==> src/hdl/sdbf_pkg.sv <==
// shared types, constants and a helper function for the stereo to dac byte ring
package sdbf_pkg;

	localparam int RING_DEPTH = 2048;
	localparam int ROW_COUNT  = RING_DEPTH / 2;
	localparam int PTR_W      = $clog2(RING_DEPTH);
	localparam int ROW_W      = $clog2(ROW_COUNT);
	localparam int CNT_W      = $clog2(RING_DEPTH + 1);
	localparam int FILL_W     = 12;
	localparam int SAMPLE_W   = 16;
	localparam int VOL_W      = 7;
	localparam int BYTE_W     = 8;
	localparam int ROW_DATA_W = 2 * BYTE_W;
	localparam int PROD_W     = 22;
	localparam int RECIP_W    = 23;
	localparam int RECIP_SH   = 29;
	localparam int APB_ADDR_W = 3;
	localparam int APB_DATA_W = 32;

	localparam logic [VOL_W-1:0]   PERCENT_FULL = VOL_W'(100);
	localparam logic [VOL_W-1:0]   VOL_RESET    = VOL_W'(100);
	localparam logic [RECIP_W-1:0] RECIP_100    = RECIP_W'(5368710);
	localparam logic [BYTE_W-1:0]  MIDPOINT     = BYTE_W'(128);

	typedef enum logic {
		OP_PUSH = 1'b0,
		OP_PULL = 1'b1
	} opcode_t;

	typedef enum logic {
		REG_VOLUME = 1'b0,
		REG_DIFF   = 1'b1
	} reg_sel_t;

	typedef struct packed {
		logic              accepted;
		logic              do_write;
		logic              do_read;
		logic              underrun;
		logic              diff;
		logic              rd_hi;
		logic [ROW_W-1:0]  row;
		logic [FILL_W-1:0] fill;
	} ctl_t;

	function automatic logic [BYTE_W-1:0] to_offset_byte(input logic signed [9:0] v);
		logic [BYTE_W-1:0] r;
		if (v < -10'sd128) begin
			r = 8'h00;
		end else if (v > 10'sd127) begin
			r = 8'hFF;
		end else begin
			r = v[7:0] ^ 8'h80;
		end
		return r;
	endfunction

endpackage

==> src/hdl/sdbf_sample_path.sv <==
// three stage scale path: gain multiply, divide by 100, shift and clamp to bytes
module sdbf_sample_path (
	input  logic                                 clk,
	input  logic                                 arst_n,
	input  logic                                 en,
	input  logic                                 in_valid,
	input  sdbf_pkg::ctl_t                       in_ctl,
	input  logic signed [sdbf_pkg::SAMPLE_W-1:0] in_mixed,
	input  logic [sdbf_pkg::VOL_W-1:0]           in_vol,
	output logic                                 out_valid,
	output sdbf_pkg::ctl_t                       out_ctl,
	output logic [sdbf_pkg::BYTE_W-1:0]          out_first,
	output logic [sdbf_pkg::BYTE_W-1:0]          out_second
);

	logic                                 v_s1, v_s2, v_s3;
	sdbf_pkg::ctl_t                       ctl_s1, ctl_s2, ctl_s3;
	logic signed [sdbf_pkg::SAMPLE_W-1:0] mixed_s1;
	logic [sdbf_pkg::VOL_W-1:0]           vol_s1;
	logic [sdbf_pkg::PROD_W-1:0]          prod_s2;
	logic                                 neg_s2, neg_s3;
	logic [sdbf_pkg::SAMPLE_W-1:0]        quo_s3;

	logic [sdbf_pkg::SAMPLE_W-1:0] mag;
	logic [sdbf_pkg::SAMPLE_W+sdbf_pkg::VOL_W-1:0] prod;
	logic [sdbf_pkg::PROD_W+sdbf_pkg::RECIP_W-1:0] recip_prod;
	logic signed [16:0]            scaled;
	logic signed [9:0]             s8;
	logic signed [9:0]             s8_neg;

	always_ff @(posedge clk or negedge arst_n) begin
		if (!arst_n) begin
			v_s1 <= 1'b0;
			v_s2 <= 1'b0;
			v_s3 <= 1'b0;
		end else if (en) begin
			v_s1 <= in_valid;
			v_s2 <= v_s1;
			v_s3 <= v_s2;
		end
	end

	// gain multiply on the magnitude
	always_comb begin
		mag  = mixed_s1[sdbf_pkg::SAMPLE_W-1] ? sdbf_pkg::SAMPLE_W'(~mixed_s1 + 1'b1)
		                                      : sdbf_pkg::SAMPLE_W'(mixed_s1);
		prod = mag * vol_s1;
	end

	// divide by 100 through the reciprocal
	assign recip_prod = prod_s2 * sdbf_pkg::RECIP_100;

	always_comb begin
		scaled = neg_s3 ? -$signed({1'b0, quo_s3}) : $signed({1'b0, quo_s3});
		s8     = 10'(scaled >>> 8);
		s8_neg = -s8;
	end

	always_ff @(posedge clk) begin
		if (en) begin
			ctl_s1   <= in_ctl;
			mixed_s1 <= in_mixed;
			vol_s1   <= in_vol;
			ctl_s2   <= ctl_s1;
			prod_s2  <= prod[sdbf_pkg::PROD_W-1:0];
			neg_s2   <= mixed_s1[sdbf_pkg::SAMPLE_W-1];
			ctl_s3   <= ctl_s2;
			quo_s3   <= recip_prod[sdbf_pkg::RECIP_SH +: sdbf_pkg::SAMPLE_W];
			neg_s3   <= neg_s2;
		end
	end

	assign out_valid  = v_s3;
	assign out_ctl    = ctl_s3;
	assign out_first  = sdbf_pkg::to_offset_byte(s8);
	assign out_second = ctl_s3.diff ? sdbf_pkg::to_offset_byte(s8_neg)
	                                : sdbf_pkg::to_offset_byte(s8);

endmodule

==> config.mk <==
export PLATFORM = sky130hd
export DESIGN_NAME = sdbf_sample_path
export DESIGN_NICKNAME = d
export VERILOG_FILES = /design/src/hdl/sdbf_pkg.sv /design/src/hdl/sdbf_sample_path.sv
export SDC_FILE = /design/constraint.sdc
export NUM_CORES = 1
export LEC_CHECK = 0
export ABC_CLOCK_PERIOD_IN_PS = 10600
export BUFFER_PORTS_ARGS = -buffer_cell sky130_fd_sc_hd__clkbuf_2
export CORE_AREA = 2 2 213 215
export DETAILED_ROUTE_END_ITERATION = 6
export DIE_AREA = 0 0 215 217
export GPL_TIMING_DRIVEN = 0
export PLACE_DENSITY = 0.67
export SLEW_MARGIN = 0
export SYNTH_ARGS = -nofsm -noshare
export SYNTH_HDL_FRONTEND = slang
export SYNTH_SLANG_ARGS = --single-unit
==> constraint.sdc <==
create_clock -name clk -period 10.6 [get_ports clk]
set_input_delay 2.12 -clock clk [delete_from_list [all_inputs] [get_ports clk]]
set_output_delay 2.12 -clock clk [all_outputs]
set_load 0.005 [all_outputs]
# After elaboration in Yosys (flattened, before gate mapping)
# Index checks and enable logic that the tools add are counted.
[totals]
output_inout_bits = 45
register_bits = 150
[op_classes]
n_addsub = 3
mux = 7
multipliers = 2
n_lt_le_gt_ge = 4
bitwise_logic = 3
[ops]
columns = ["operator", "count"]
rows = [
  ["multiplier 22 x 22 -> 44 bit (second input constant)", 1],
  ["two-way mux 8 bit", 5],
  ["multiplier 16 x 7 -> 22 bit", 1],
  ["two-way mux 17 bit", 1],
  ["negator 16 -> 17 bit", 1],
  ["adder 16 x 1 -> 16 bit (second input constant)", 1],
  ["two-way mux 16 bit", 1],
  ["inverter 16 bit", 1],
  ["> comparator 10 x 8 -> 1 bit (second input constant)", 1],
  ["less-than comparator 10 x 8 -> 1 bit (second input constant)", 1],
  ["negator 9 -> 10 bit", 1],
  ["> comparator 9 x 8 -> 1 bit (second input constant)", 1],
  ["less-than comparator 9 x 8 -> 1 bit (second input constant)", 1],
  ["inverter 1 bit", 2],
]

# Logic depth before layout (Yosys ltp)
# Gate-level depths: netlist of the first run.
[depth]
ltp_word = 7
mapped_depth = 24
ltp_nobuf = 24

# Worst setup path after synthesis of the first run
# OpenSTA, ideal clock, no wires.
[synth_path]
kind = "register to register"
from = "register prod_s2[8] (netlist bit)"
to = "register quo_s3[15] (netlist bit), data pin"
setup_slack_ns = 4.305
path_stages_with_launch = 21
arrival_ns = 6.021
synth_period_minus_slack_ns = 6.295
setup_time_ns = 0.274
cell_sequence = "edfxtp_1 > ha_1 > fa_1 > inv_1 > fa_1 > fa_1 > inv_1 > fa_1 > fa_1 > inv_1 > fa_1 > inv_1 > ha_1 > or2_2 > a311o_1 > a21o_1 > a211oi_1 > o31a_1 > o21ai_2 > a2111oi_0 > a211oi_1"
[synth_between]
elab_chain_len = 1
[synth_rtl]
columns = ["element", "line_no", "rtl"]
rows = [
  ["start: declaration", "sdbf_sample_path.sv:20", "logic [sdbf_pkg::PROD_W-1:0] prod_s2;"],
  ["start signal: assignment", "sdbf_sample_path.sv:65", "prod_s2 <= prod[sdbf_pkg::PROD_W-1:0];"],
  ["multiplier 22 x 22 -> 44 bit", "sdbf_sample_path.sv:51", "assign recip_prod = prod_s2 * sdbf_pkg::RECIP_100;"],
  ["net recip_prod (one bit)", "sdbf_sample_path.sv:26", "logic [sdbf_pkg::PROD_W+sdbf_pkg::RECIP_W-1:0] recip_prod;"],
  ["end signal: assignment", "sdbf_sample_path.sv:68", "quo_s3 <= recip_prod[sdbf_pkg::RECIP_SH +: sdbf_pkg::SAMPLE_W];"],
  ["end: declaration", "sdbf_sample_path.sv:22", "logic [sdbf_pkg::SAMPLE_W-1:0] quo_s3;"],
]
# The timed path passes the listed nets, and every way through them passes these cells.
# A chain may end at the register's enable or synchronous reset.

# Final worst setup path of the first run
# Same ends and word-level chain as after synthesis.

==> summary.txt, run 1 <==
Yosys
  • Post-Synth Adder-Cell Area: roughly half
  • Most common cell in the netlist: inv_1
  • Post-synth EDFFs: 147
  • Compound-cell area share of the yosys netlist: roughly 5.7%
  • Netlist Area Pre-Place: 17500 sq um
  • Predominant post-synthesis flop cell: edfxtp_1
  • Syn_area_per_cell: roughly 11 sq um
  • Largest family of logic cells by synthesized area: adder cells
  • Ys Warns: 0
  • Share of flip-flops with an asynchronous set or reset: 2.00%
  • Synth top area cells: fa_1, edfxtp_1, ha_1
  • Mapped Cells: around 1600
  • Synth Area in Simple Gates: 8.33%
  • Post-synth top cells: inv_1, ha_1, fa_1, edfxtp_1, nor2b_1
  • Yosys cell types: 64
  • Area leader, netlist: fa_1
  • Yosys reg bits: 150
  • Area share of the largest cell type after synthesis: between 20 and 30%
  • Post-Synth XOR/XNOR Area: 3.00%
  • Mux share of post-synthesis cell area: 0.365%
  • Seq/Total Area, Yosys: 25.7%
  • Post-Syn Nets: 2142

Timing
  • Final hold vios: 0
  • Post-route clock period utilization: approximately two thirds
  • Hold_ws: slightly above 0.4 ns
  • Worst-margin pin slew: ~0.9 ns
  • Max Freq: roughly 0.14 GHz
  • Setup tns final: 0 ns
  • Setup violators final: 0
  • Rel. slew slack: 41.1%
  • RSZ-0062 raised after global routing: false
  • Min Tclk post-route: around 7 ns
  • Max-slew violations: 0
  • Setup Skew: ~0.018 ns

Route
  • Met2 routed WL: ~18000 microns
  • Drt drc: 0
  • Number of DRC markers in iteration 0: 438
  • Via count: between 10000 and 15000
  • Met1 Wirelength: ~15000 microns
  • Uppermost routed layer: met4
  • Drt pass-1 iters: 4
  • Routed wire per std cell: approximately 15 microns
  • Routed vias/inst: 4.75
  • Detail Route Antenna Nets: 0
  • Final wirelength: between 30000 and 40000 microns
  • Met3 wire length: just under 1000 microns

Critical path
  • Most used cell, CP: fa_1
  • CP arrival: just over 7 ns
  • Startpoint types: flip-flop
  • Maximum fanout along the worst path: 8
  • CP required: 10.78 ns
  • Crit. End Element: flip-flop
  • FF-to-FF path depth: 20
  • Worst R2R Setup Slack: about 3.6 ns
  • Crit Path Category: flip-flop to flip-flop
  • Cell Chain, Critical Path: ha_1 -> fa_1 -> inv_1 -> fa_1 -> fa_1 -> inv_1 -> fa_1 -> fa_1 -> inv_1 -> fa_1 -> inv_1 -> ha_1 -> and4_1 -> and3_1 -> and3_1 -> a211oi_1 -> o31a_1 -> o21ai_2 -> a2111oi_0 -> a211oi_1
  • Slowest-stage cell, CP: edfxtp_1
  • Worst R2R Start: prod_s2[8]
  • Worst R2R End: quo_s3[15]
  • Worst path max stage delay: between 0.6 and 0.7 ns

Status
  • Outcome: complete, no violations

Floorplanning
  • Core Region: ~45000 sq um
  • Chip height: approximately 220 microns
  • Chip Width: 215 microns
  • # IOs: 100
  • FP Rows: 78
  • Starting Density: about two fifths
  • Die area: 46700 sq um

Placement
  • Cell Count Post-Placement: 2262
  • Detail Placement HPWL: between 20000 and 30000 microns
  • Placement Cell Area: 18800 sq um
  • Gpl congestion: 0.889
  • Port bufs: 99

Clock tree
  • Post-CTS Hold Buffers: 0
  • Clk sinks: 150
  • CTS Buf Count: 17
  • TritonCTS clock tree: built
  • Longest Clk Path Bufs: 2
  • # Post-CTS Setup Buffers: 0
  • Root Driver: clkbuf_16
  • PostCTS Resize Cnt: 0
  • Clk Latency, worst-skew pair: about 0.45 ns
  • H-Tree Depth: 4
  • Clock transition at the registers of the reported paths: around 0.070 ns

Cells and area
  • Fin area: between 15000 and 20000 sq um
  • Fin cells: 2294
  • Diode count: 0
  • Fill count: around 4300
  • Layout Nets: between 2000 and 2500
  • P&R area growth vs syn: 10.8%
  • Fraction of layout cells with a size suffix above 1: 9.50%

Hold path
  • Hold path depth: 0
  • Hold_sp: ctl_s2[21]
  • Hold Path Sink: out_ctl[21]
  • Min-Delay Path Class: flip-flop to flip-flop

Global route
  • Global Route Usage Sum: approximately 15%
  • First-pass GRT wire length: around 57000 microns
  • Initial antenna violation count: 0
  • GRT overflow: 0
  • Largest net degree at the start of global routing: 125
  • Vias in the first global route: roughly 12000

Run
  • Maxcap violations: 0
[kinds of logic (layout without fill, tap and decap cells)]
group,after synthesis,in the layout
adder cells (fa/ha/maj),525,525
flip-flops,150,150
XOR/XNOR,59,59
AO/OA/AOI/OAI,150,150
AND/OR/NAND/NOR,262,262
buffers and inverters,410,542
multiplexers,6,6
[per-stage QoR]
stage / setup WS (ns) / util (%)
global placement: 3.67 / 41.9
CTS: 3.57 / 43.3
global route: 3.28 / 43.3
detailed placement: 3.55 / 42.0
finish: 3.56 / 43.3
floorplan: 4.31 / -
[metal layers]
metal  GRT usage, %  vias up
met3           2.04       19
met2           27.4      151
met4           3.93        0
li1               -     5287
met1           19.6     5443
met5              0        -
[sequential cells by signal, indices dropped and copies added, names as in the netlist, 7 cells and up]
register	count
ctl_s1	28
ctl_s2	28
mixed_s1	16
out_ctl	28
prod_s2	22
quo_s3	16
vol_s1	7
[final cells by class]
type | count | area [sq um] | share of cell area, %
Inverter | 397 | 1490 | 7.69
Multi-Input combinational cell | 1002 | 11500 | 59.2
Tap cell | 600 | 751 | 3.87
Buffer | 13 | 48.8 | 0.252
Clock inverter | 15 | 176 | 0.911
Clock buffer | 17 | 425 | 2.20
Sequential cell | 150 | 4490 | 23.2
Timing Repair Buffer | 100 | 532 | 2.74
[layout by cell type, fill, tap and decap left out, types with 5 or more instances in the layout]
| cell | count |
|---|---|
| o21a_1 | 5 |
| a21oi_1 | 33 |
| or2_2 | 7 |
| fa_1 | 246 |
| a211oi_1 | 6 |
| o31ai_1 | 5 |
| and2_2 | 8 |
| clkbuf_1 | 13 |
| xnor2_1 | 35 |
| or3_1 | 8 |
| clkbuf_2 | 98 |
| a21o_1 | 24 |
| o21ai_0 | 32 |
| clkbuf_16 | 17 |
| inv_8 | 5 |
| nor2_1 | 31 |
| nand2b_1 | 18 |
| nand3_1 | 18 |
| nor3_1 | 11 |
| nor2b_1 | 56 |
| xor2_1 | 23 |
| edfxtp_1 | 147 |
| nand2_1 | 55 |
| inv_1 | 397 |
| and2_1 | 20 |
| ha_1 | 279 |
| and3_1 | 12 |
| inv_6 | 5 |
[worst max-delay path by stage]
stage                start         end  slack, ns
2_1_floorplan   prod_s2[8]  quo_s3[15]       4.31
3_3_place_gp   prod_s2[10]  quo_s3[15]       3.67
3_5_place_dp    prod_s2[8]  quo_s3[15]       3.55
4_1_cts         prod_s2[8]  quo_s3[15]       3.57
5_1_grt         prod_s2[8]  quo_s3[15]       3.28
6_report        prod_s2[8]  quo_s3[15]       3.56
[worst max-delay path: cells and delay by family (launching register included)]
kind                     cells  cell delay (ns)
AO/OA/AOI/OAI                5             1.39
adder cells (fa/ha/maj)      8             3.88
buffers and inverters        4             0.24
flip-flops                   1             0.62
AND/OR/NAND/NOR              3             0.65
Power of run 1 is left out: the tool's default activity adds up to more than one toggle a clock period on the data nets, which glitch-free logic cannot reach.
==> run 2, diff against run 1 <==
Settings changed: ABC_AREA from default to 1, ABC_CLOCK_PERIOD_IN_PS 10600 to 6660, CORE_AREA 2 2 213 215 to 2 2 218 220, DIE_AREA 0 0 215 217 to 0 0 220 222.
Clock period 10.6 ns to 6.66 ns, I/O delays scaled along.
==> summary.txt, run 2 <==
Route
  • Via count: 13000
  • Drt drc: 0
  • Routed vias/inst: 4.87
  • Detail Route Antenna Nets: 0
  • Drt pass-1 iters: 5
  • Routed wire per std cell: approximately 15 microns
  • Final wirelength: about 40000 microns
  • Number of DRC markers in iteration 0: about 550

Cells and area
  • Layout Nets: 2633
  • Fill count: ~4500
  • Fin cells: 2672
  • Diode count: 0
  • Multi-input logic area: 12000 sq um
  • Storage cell area: around 4500 sq um
  • Fraction of layout cells with a size suffix above 1: under 10%
  • P&R area growth vs syn: 10.1%
  • Commonest non-fill, non-tap cell in the layout: inv_1
  • Commonest cells after routing, fill and taps aside: inv_1, ha_1, nand2_1

Floorplanning
  • Die area: between 40000 and 50000 sq um
  • # IOs: 100
  • Chip height: between 200 and 250 microns
  • Starting Density: 39.8%
  • Chip Width: between 200 and 250 microns
  • FP Rows: 79
  • Core Region: ~46000 sq um

Timing
  • Min Tclk post-route: 6.20 ns
  • Worst-margin pin slew: just over 0.7 ns
  • RSZ-0062 raised after global routing: false
  • Post-route clock period utilization: 93.1%
  • Max Freq: 0.161 GHz
  • Final hold vios: 0
  • Setup tns final: 0 ns
  • Setup Skew: 0.0120 ns
  • Final WS setup: ~0.46 ns
  • Setup violators final: 0
  • Rel. slew slack: between 50% and 60%
  • Max-slew violations: 0

Clock tree
  • TritonCTS clock tree: built
  • Clk Latency, worst-skew pair: between 0.4 and 0.5 ns
  • PostCTS Resize Cnt: 0
  • Clock transition at the registers of the reported paths: around 0.070 ns
  • # Post-CTS Setup Buffers: 0
  • H-Tree Depth: 4
  • Root Driver: clkbuf_16
  • Longest Clk Path Bufs: 2
  • CTS Buf Count: 17
  • Post-CTS Hold Buffers: 0
  • Clk sinks: 150

Yosys
  • Post-synth EDFFs: about 150
  • Seq/Total Area, Yosys: around a quarter
  • Area leader, netlist: fa_1
  • Mapped Cells: slightly below 2000
  • Synth top area cells: fa_1, edfxtp_1, ha_1
  • Predominant post-synthesis flop cell: edfxtp_1
  • Area share of the largest cell type after synthesis: a little over a quarter
  • Yosys cell types: between 40 and 50
  • Most common cell in the netlist: inv_1
  • Syn_area_per_cell: approximately 9.5 sq um
  • Post-Syn Nets: between 2000 and 3000
  • Yosys reg bits: 150
  • Share of flip-flops with an asynchronous set or reset: 2.00%
  • Post-synth top cells: inv_1, ha_1, nand2_1, fa_1, nor2_1
  • Ys Warns: 0
  • Netlist Area Pre-Place: around 18000 sq um

Global route
  • GRT overflow: 0
  • Largest net degree at the start of global routing: 83
  • First-pass GRT wire length: around 67000 microns
  • Global Route Usage Sum: approximately 17%
  • Initial antenna violation count: 1
  • Vias in the first global route: 14000

Hold path
  • Min-Delay Path Class: flip-flop to flip-flop

Placement
  • Pre-CTS worst setup slack: between 0.4 and 0.5 ns
  • Detail Placement HPWL: between 30000 and 40000 microns
  • Cell Count Post-Placement: 2641
  • Gpl congestion: about 0.92
  • Port bufs: 99

Critical path
  • CP arrival: 6.39 ns
  • Crit Path Category: flip-flop to flip-flop
  • Startpoint types: flip-flop
  • Crit. End Element: flip-flop
  • Worst R2R Setup Slack: approximately 0.46 ns
  • CP required: 6.85 ns
  • Maximum fanout along the worst path: 8

Status
  • Outcome: complete, no violations

Run
  • Maxcap violations: 0
## run 2: changes by cell type in the layout (fill, tap and decap cells not counted), sizes merged, moves of 18 or more
| cell | change |
|---|---|
| a21oi | +36 |
| and2 | -28 |
| inv | +101 |
| nand2 | +218 |
| nand2b | -18 |
| nand3 | +28 |
| nor2 | +139 |
| nor2b | -56 |
| o21ai | +19 |
| xnor2 | -25 |
## run 2: final cells by class
cell class,count,area share (%)
well taps,607,3.75
repair buffers,100,2.62
multi-input cells,1271,59.1
inverters,505,9.35
flip-flops and latches,150,22.1
clock buffers,17,2.10
clock inverters,14,0.691
plain buffers,8,0.198
## run 2: layer usage
layer  global-route usage [%]  part of all wire, %  vias up
li1                         -                    -     6288
met1                     21.5                   42     6367
met2                     30.5                   51      278
met3                     2.99                  3.8       65
met4                     5.63                  3.0        2
met5                        0                0.030        -
## run 2: kinds of logic (layout without fill, tap and decap cells)
| kind of cell | after synthesis | after routing | share of synthesized area [%] |
|---|---|---|---|
| compound gates | 162 | 162 | 4.95 |
| xor+xnor | 45 | 45 | 2.18 |
| fa+ha+maj | 525 | 525 | 45.7 |
| buf+inv | 513 | 644 | 10.5 |
| flops | 150 | 150 | 24.4 |
| mux | 1 | 1 | 0.0611 |
| simple gates | 538 | 538 | 12.2 |
## run 2: path summary, 6_finish.rpt
check	from	to	cells past startpoint
worst max-delay path	prod_s2[8]	quo_s3[5]	20
worst min-delay path	ctl_s2[1]	out_ctl[1]	0
worst max register to register	prod_s2[8]	quo_s3[5]	20
worst min register to register	ctl_s2[1]	out_ctl[1]	0
max in group asynchronous	arst_n	v_s1	1
min in group asynchronous	arst_n	out_valid	1
## run 2: stage by stage
stage / hold slack [ns] / util [%] / instance area [sq um]
2_1_floorplan: 0.400 / - / 18400
3_3_place_gp: 0.400 / 42.5 / 19700
3_5_place_dp: 0.405 / 42.6 / 19700
4_1_cts: 0.415 / 43.8 / 20300
5_1_grt: 0.422 / 43.8 / 20300
6_report: 0.413 / 43.8 / 20300
## run 2: critical path, cell delays in order (launching register included)
cell	delay, ns
edfxtp_1	0.64
ha_1	0.46
fa_1	0.55
inv_1	0.05
fa_1	0.46
fa_1	0.49
inv_1	0.05
fa_1	0.50
fa_1	0.55
inv_1	0.06
fa_1	0.56
inv_1	0.05
ha_1	0.32
a21oi_1	0.22
o21ai_0	0.22
a21oi_1	0.25
nor2_1	0.06
nor2_1	0.09
nand2_1	0.10
a21oi_1	0.18
xnor2_1	0.09
Power of run 2 is left out for the same reason.
==> run 3, diff against run 2 <==
Settings changed: RECOVER_POWER from default to 50.
==> summary.txt, run 3 (same netlist as run 2, synthesis figures left out) <==
Cells and area
  • Fraction of layout cells with a size suffix above 1: under 10%
  • P&R area growth vs syn: 10.0%
  • Fill count: approximately 4500
  • Layout Nets: between 2000 and 3000
  • Commonest non-fill, non-tap cell in the layout: inv_1
  • Fin area: 20300 sq um
  • Commonest cells after routing, fill and taps aside: inv_1, ha_1, nand2_1
  • Fin cells: around 2700
  • Diode count: 0

Route
  • Drt pass-1 iters: 5
  • Number of DRC markers in iteration 0: around 560
  • Detail Route Antenna Nets: 0
  • Routed vias/inst: roughly 4.8
  • Drt drc: 0
  • Via count: 12900
  • Routed wire per std cell: approximately 15 microns
  • Final wirelength: about 40000 microns

Floorplanning
  • # IOs: 100
  • FP Rows: just under 80
  • Chip Width: approximately 220 microns
  • Die area: 48800 sq um
  • Chip height: approximately 220 microns
  • Core Region: between 40000 and 50000 sq um
  • Starting Density: 39.8%

Global route
  • First-pass GRT wire length: 67200 microns
  • GRT overflow: 0
  • Global Route Usage Sum: 17.4%
  • Vias in the first global route: approximately 14000
  • Initial antenna violation count: 1
  • Largest net degree at the start of global routing: 83

Clock tree
  • Longest Clk Path Bufs: 2
  • Post-CTS Hold Buffers: 0
  • Clk Latency, worst-skew pair: 0.45 ns
  • # Post-CTS Setup Buffers: 0
  • Clk sinks: 150
  • CTS Buf Count: 17
  • H-Tree Depth: 4
  • PostCTS Resize Cnt: 0
  • TritonCTS clock tree: built
  • Root Driver: clkbuf_16
  • Clock transition at the registers of the reported paths: 0.07 ns

Placement
  • Placement Cell Area: around 20000 sq um
  • Port bufs: 99
  • Gpl congestion: ~0.92
  • Cell Count Post-Placement: between 2000 and 3000
  • Detail Placement HPWL: 34500 microns

Critical path
  • Crit. End Element: flip-flop
  • CP arrival: ~6.4 ns
  • CP required: 6.85 ns
  • FF-to-FF path depth: 20
  • Startpoint types: flip-flop
  • Maximum fanout along the worst path: 8
  • Crit Path Category: flip-flop to flip-flop

Timing
  • Setup violators final: 0
  • Worst-margin pin slew: 3.73 ns
  • Setup Skew: 0.0122 ns
  • Max-slew violations: 71
  • Setup tns final: 0 ns
  • Final hold vios: 0
  • Post-route clock period utilization: 93.1%
  • Hold_ws: just over 0.4 ns
  • RSZ-0062 raised after global routing: false
  • Min Tclk post-route: slightly above 6 ns
  • Rel. slew slack: -149%
  • Max Freq: 0.161 GHz

Status
  • Failing checks: capacitance limit, slew limit
  • Outcome: finished with violations

Hold path
  • Hold path depth: 0
  • Min-Delay Path Class: flip-flop to flip-flop

Run
  • Maxcap violations: 1
==> run 3: cell count changes in the layout (fill, tap and decap cells not counted) <==
cell | before | now
clkbuf_2 | 98 | 94
clkbuf_8 | 1 | 0
clkbuf_1 | 4 | 9
==> run 3: metrics by stage <==
step | worst slack (ns) | utilization (%)
global placement | 0.520 | 42.5
floorplan | 1.08 | -
global route | 0.00148 | 43.8
finish | 0.462 | 43.8
detailed placement | 0.494 | 42.6
CTS | 0.453 | 43.8
==> run 3: worst max-delay path, stage by stage (launching register included) <==
cell	delay, ns
edfxtp_1	0.63
ha_1	0.46
fa_1	0.55
inv_1	0.05
fa_1	0.46
fa_1	0.49
inv_1	0.05
fa_1	0.50
fa_1	0.55
inv_1	0.06
fa_1	0.56
inv_1	0.05
ha_1	0.32
a21oi_1	0.23
o21ai_0	0.22
a21oi_1	0.25
nor2_1	0.06
nor2_1	0.09
nand2_1	0.10
a21oi_1	0.18
xnor2_1	0.09
==> run 3: metal layers <==
layer	GRT usage, %	wire length [microns]	up-vias
met2	30.5	20200	278
li1	-	-	6286
met1	21.5	16900	6310
met4	5.63	1200	2
met3	2.99	1580	66
met5	0	12	-
==> run 3: final timing paths <==
| check | from | endpoint | slack, ns |
|---|---|---|---|
| worst max-delay path | prod_s2[8] | quo_s3[5] | 0.46 |
| max in group asynchronous | arst_n | v_s1 | 5.82 |
| worst max register to register | prod_s2[8] | quo_s3[5] | 0.46 |
| min in group asynchronous | arst_n | out_valid | 0.68 |
| worst min-delay path | ctl_s2[1] | out_ctl[1] | 0.41 |
| worst min register to register | ctl_s2[1] | out_ctl[1] | 0.41 |
==> run 3: cell type report <==
cell class,count,area [sq um],share of cell area [%]
timing repair buffer,100,517,2.55
inverter,505,1900,9.36
sequential,150,4490,22.2
tap,607,759,3.75
clock inverter,14,140,0.692
multi-input combinational,1271,12000,59.2
buffer,8,40.0,0.198
clock buffer,17,425,2.10
Power of run 3 is left out for the same reason.
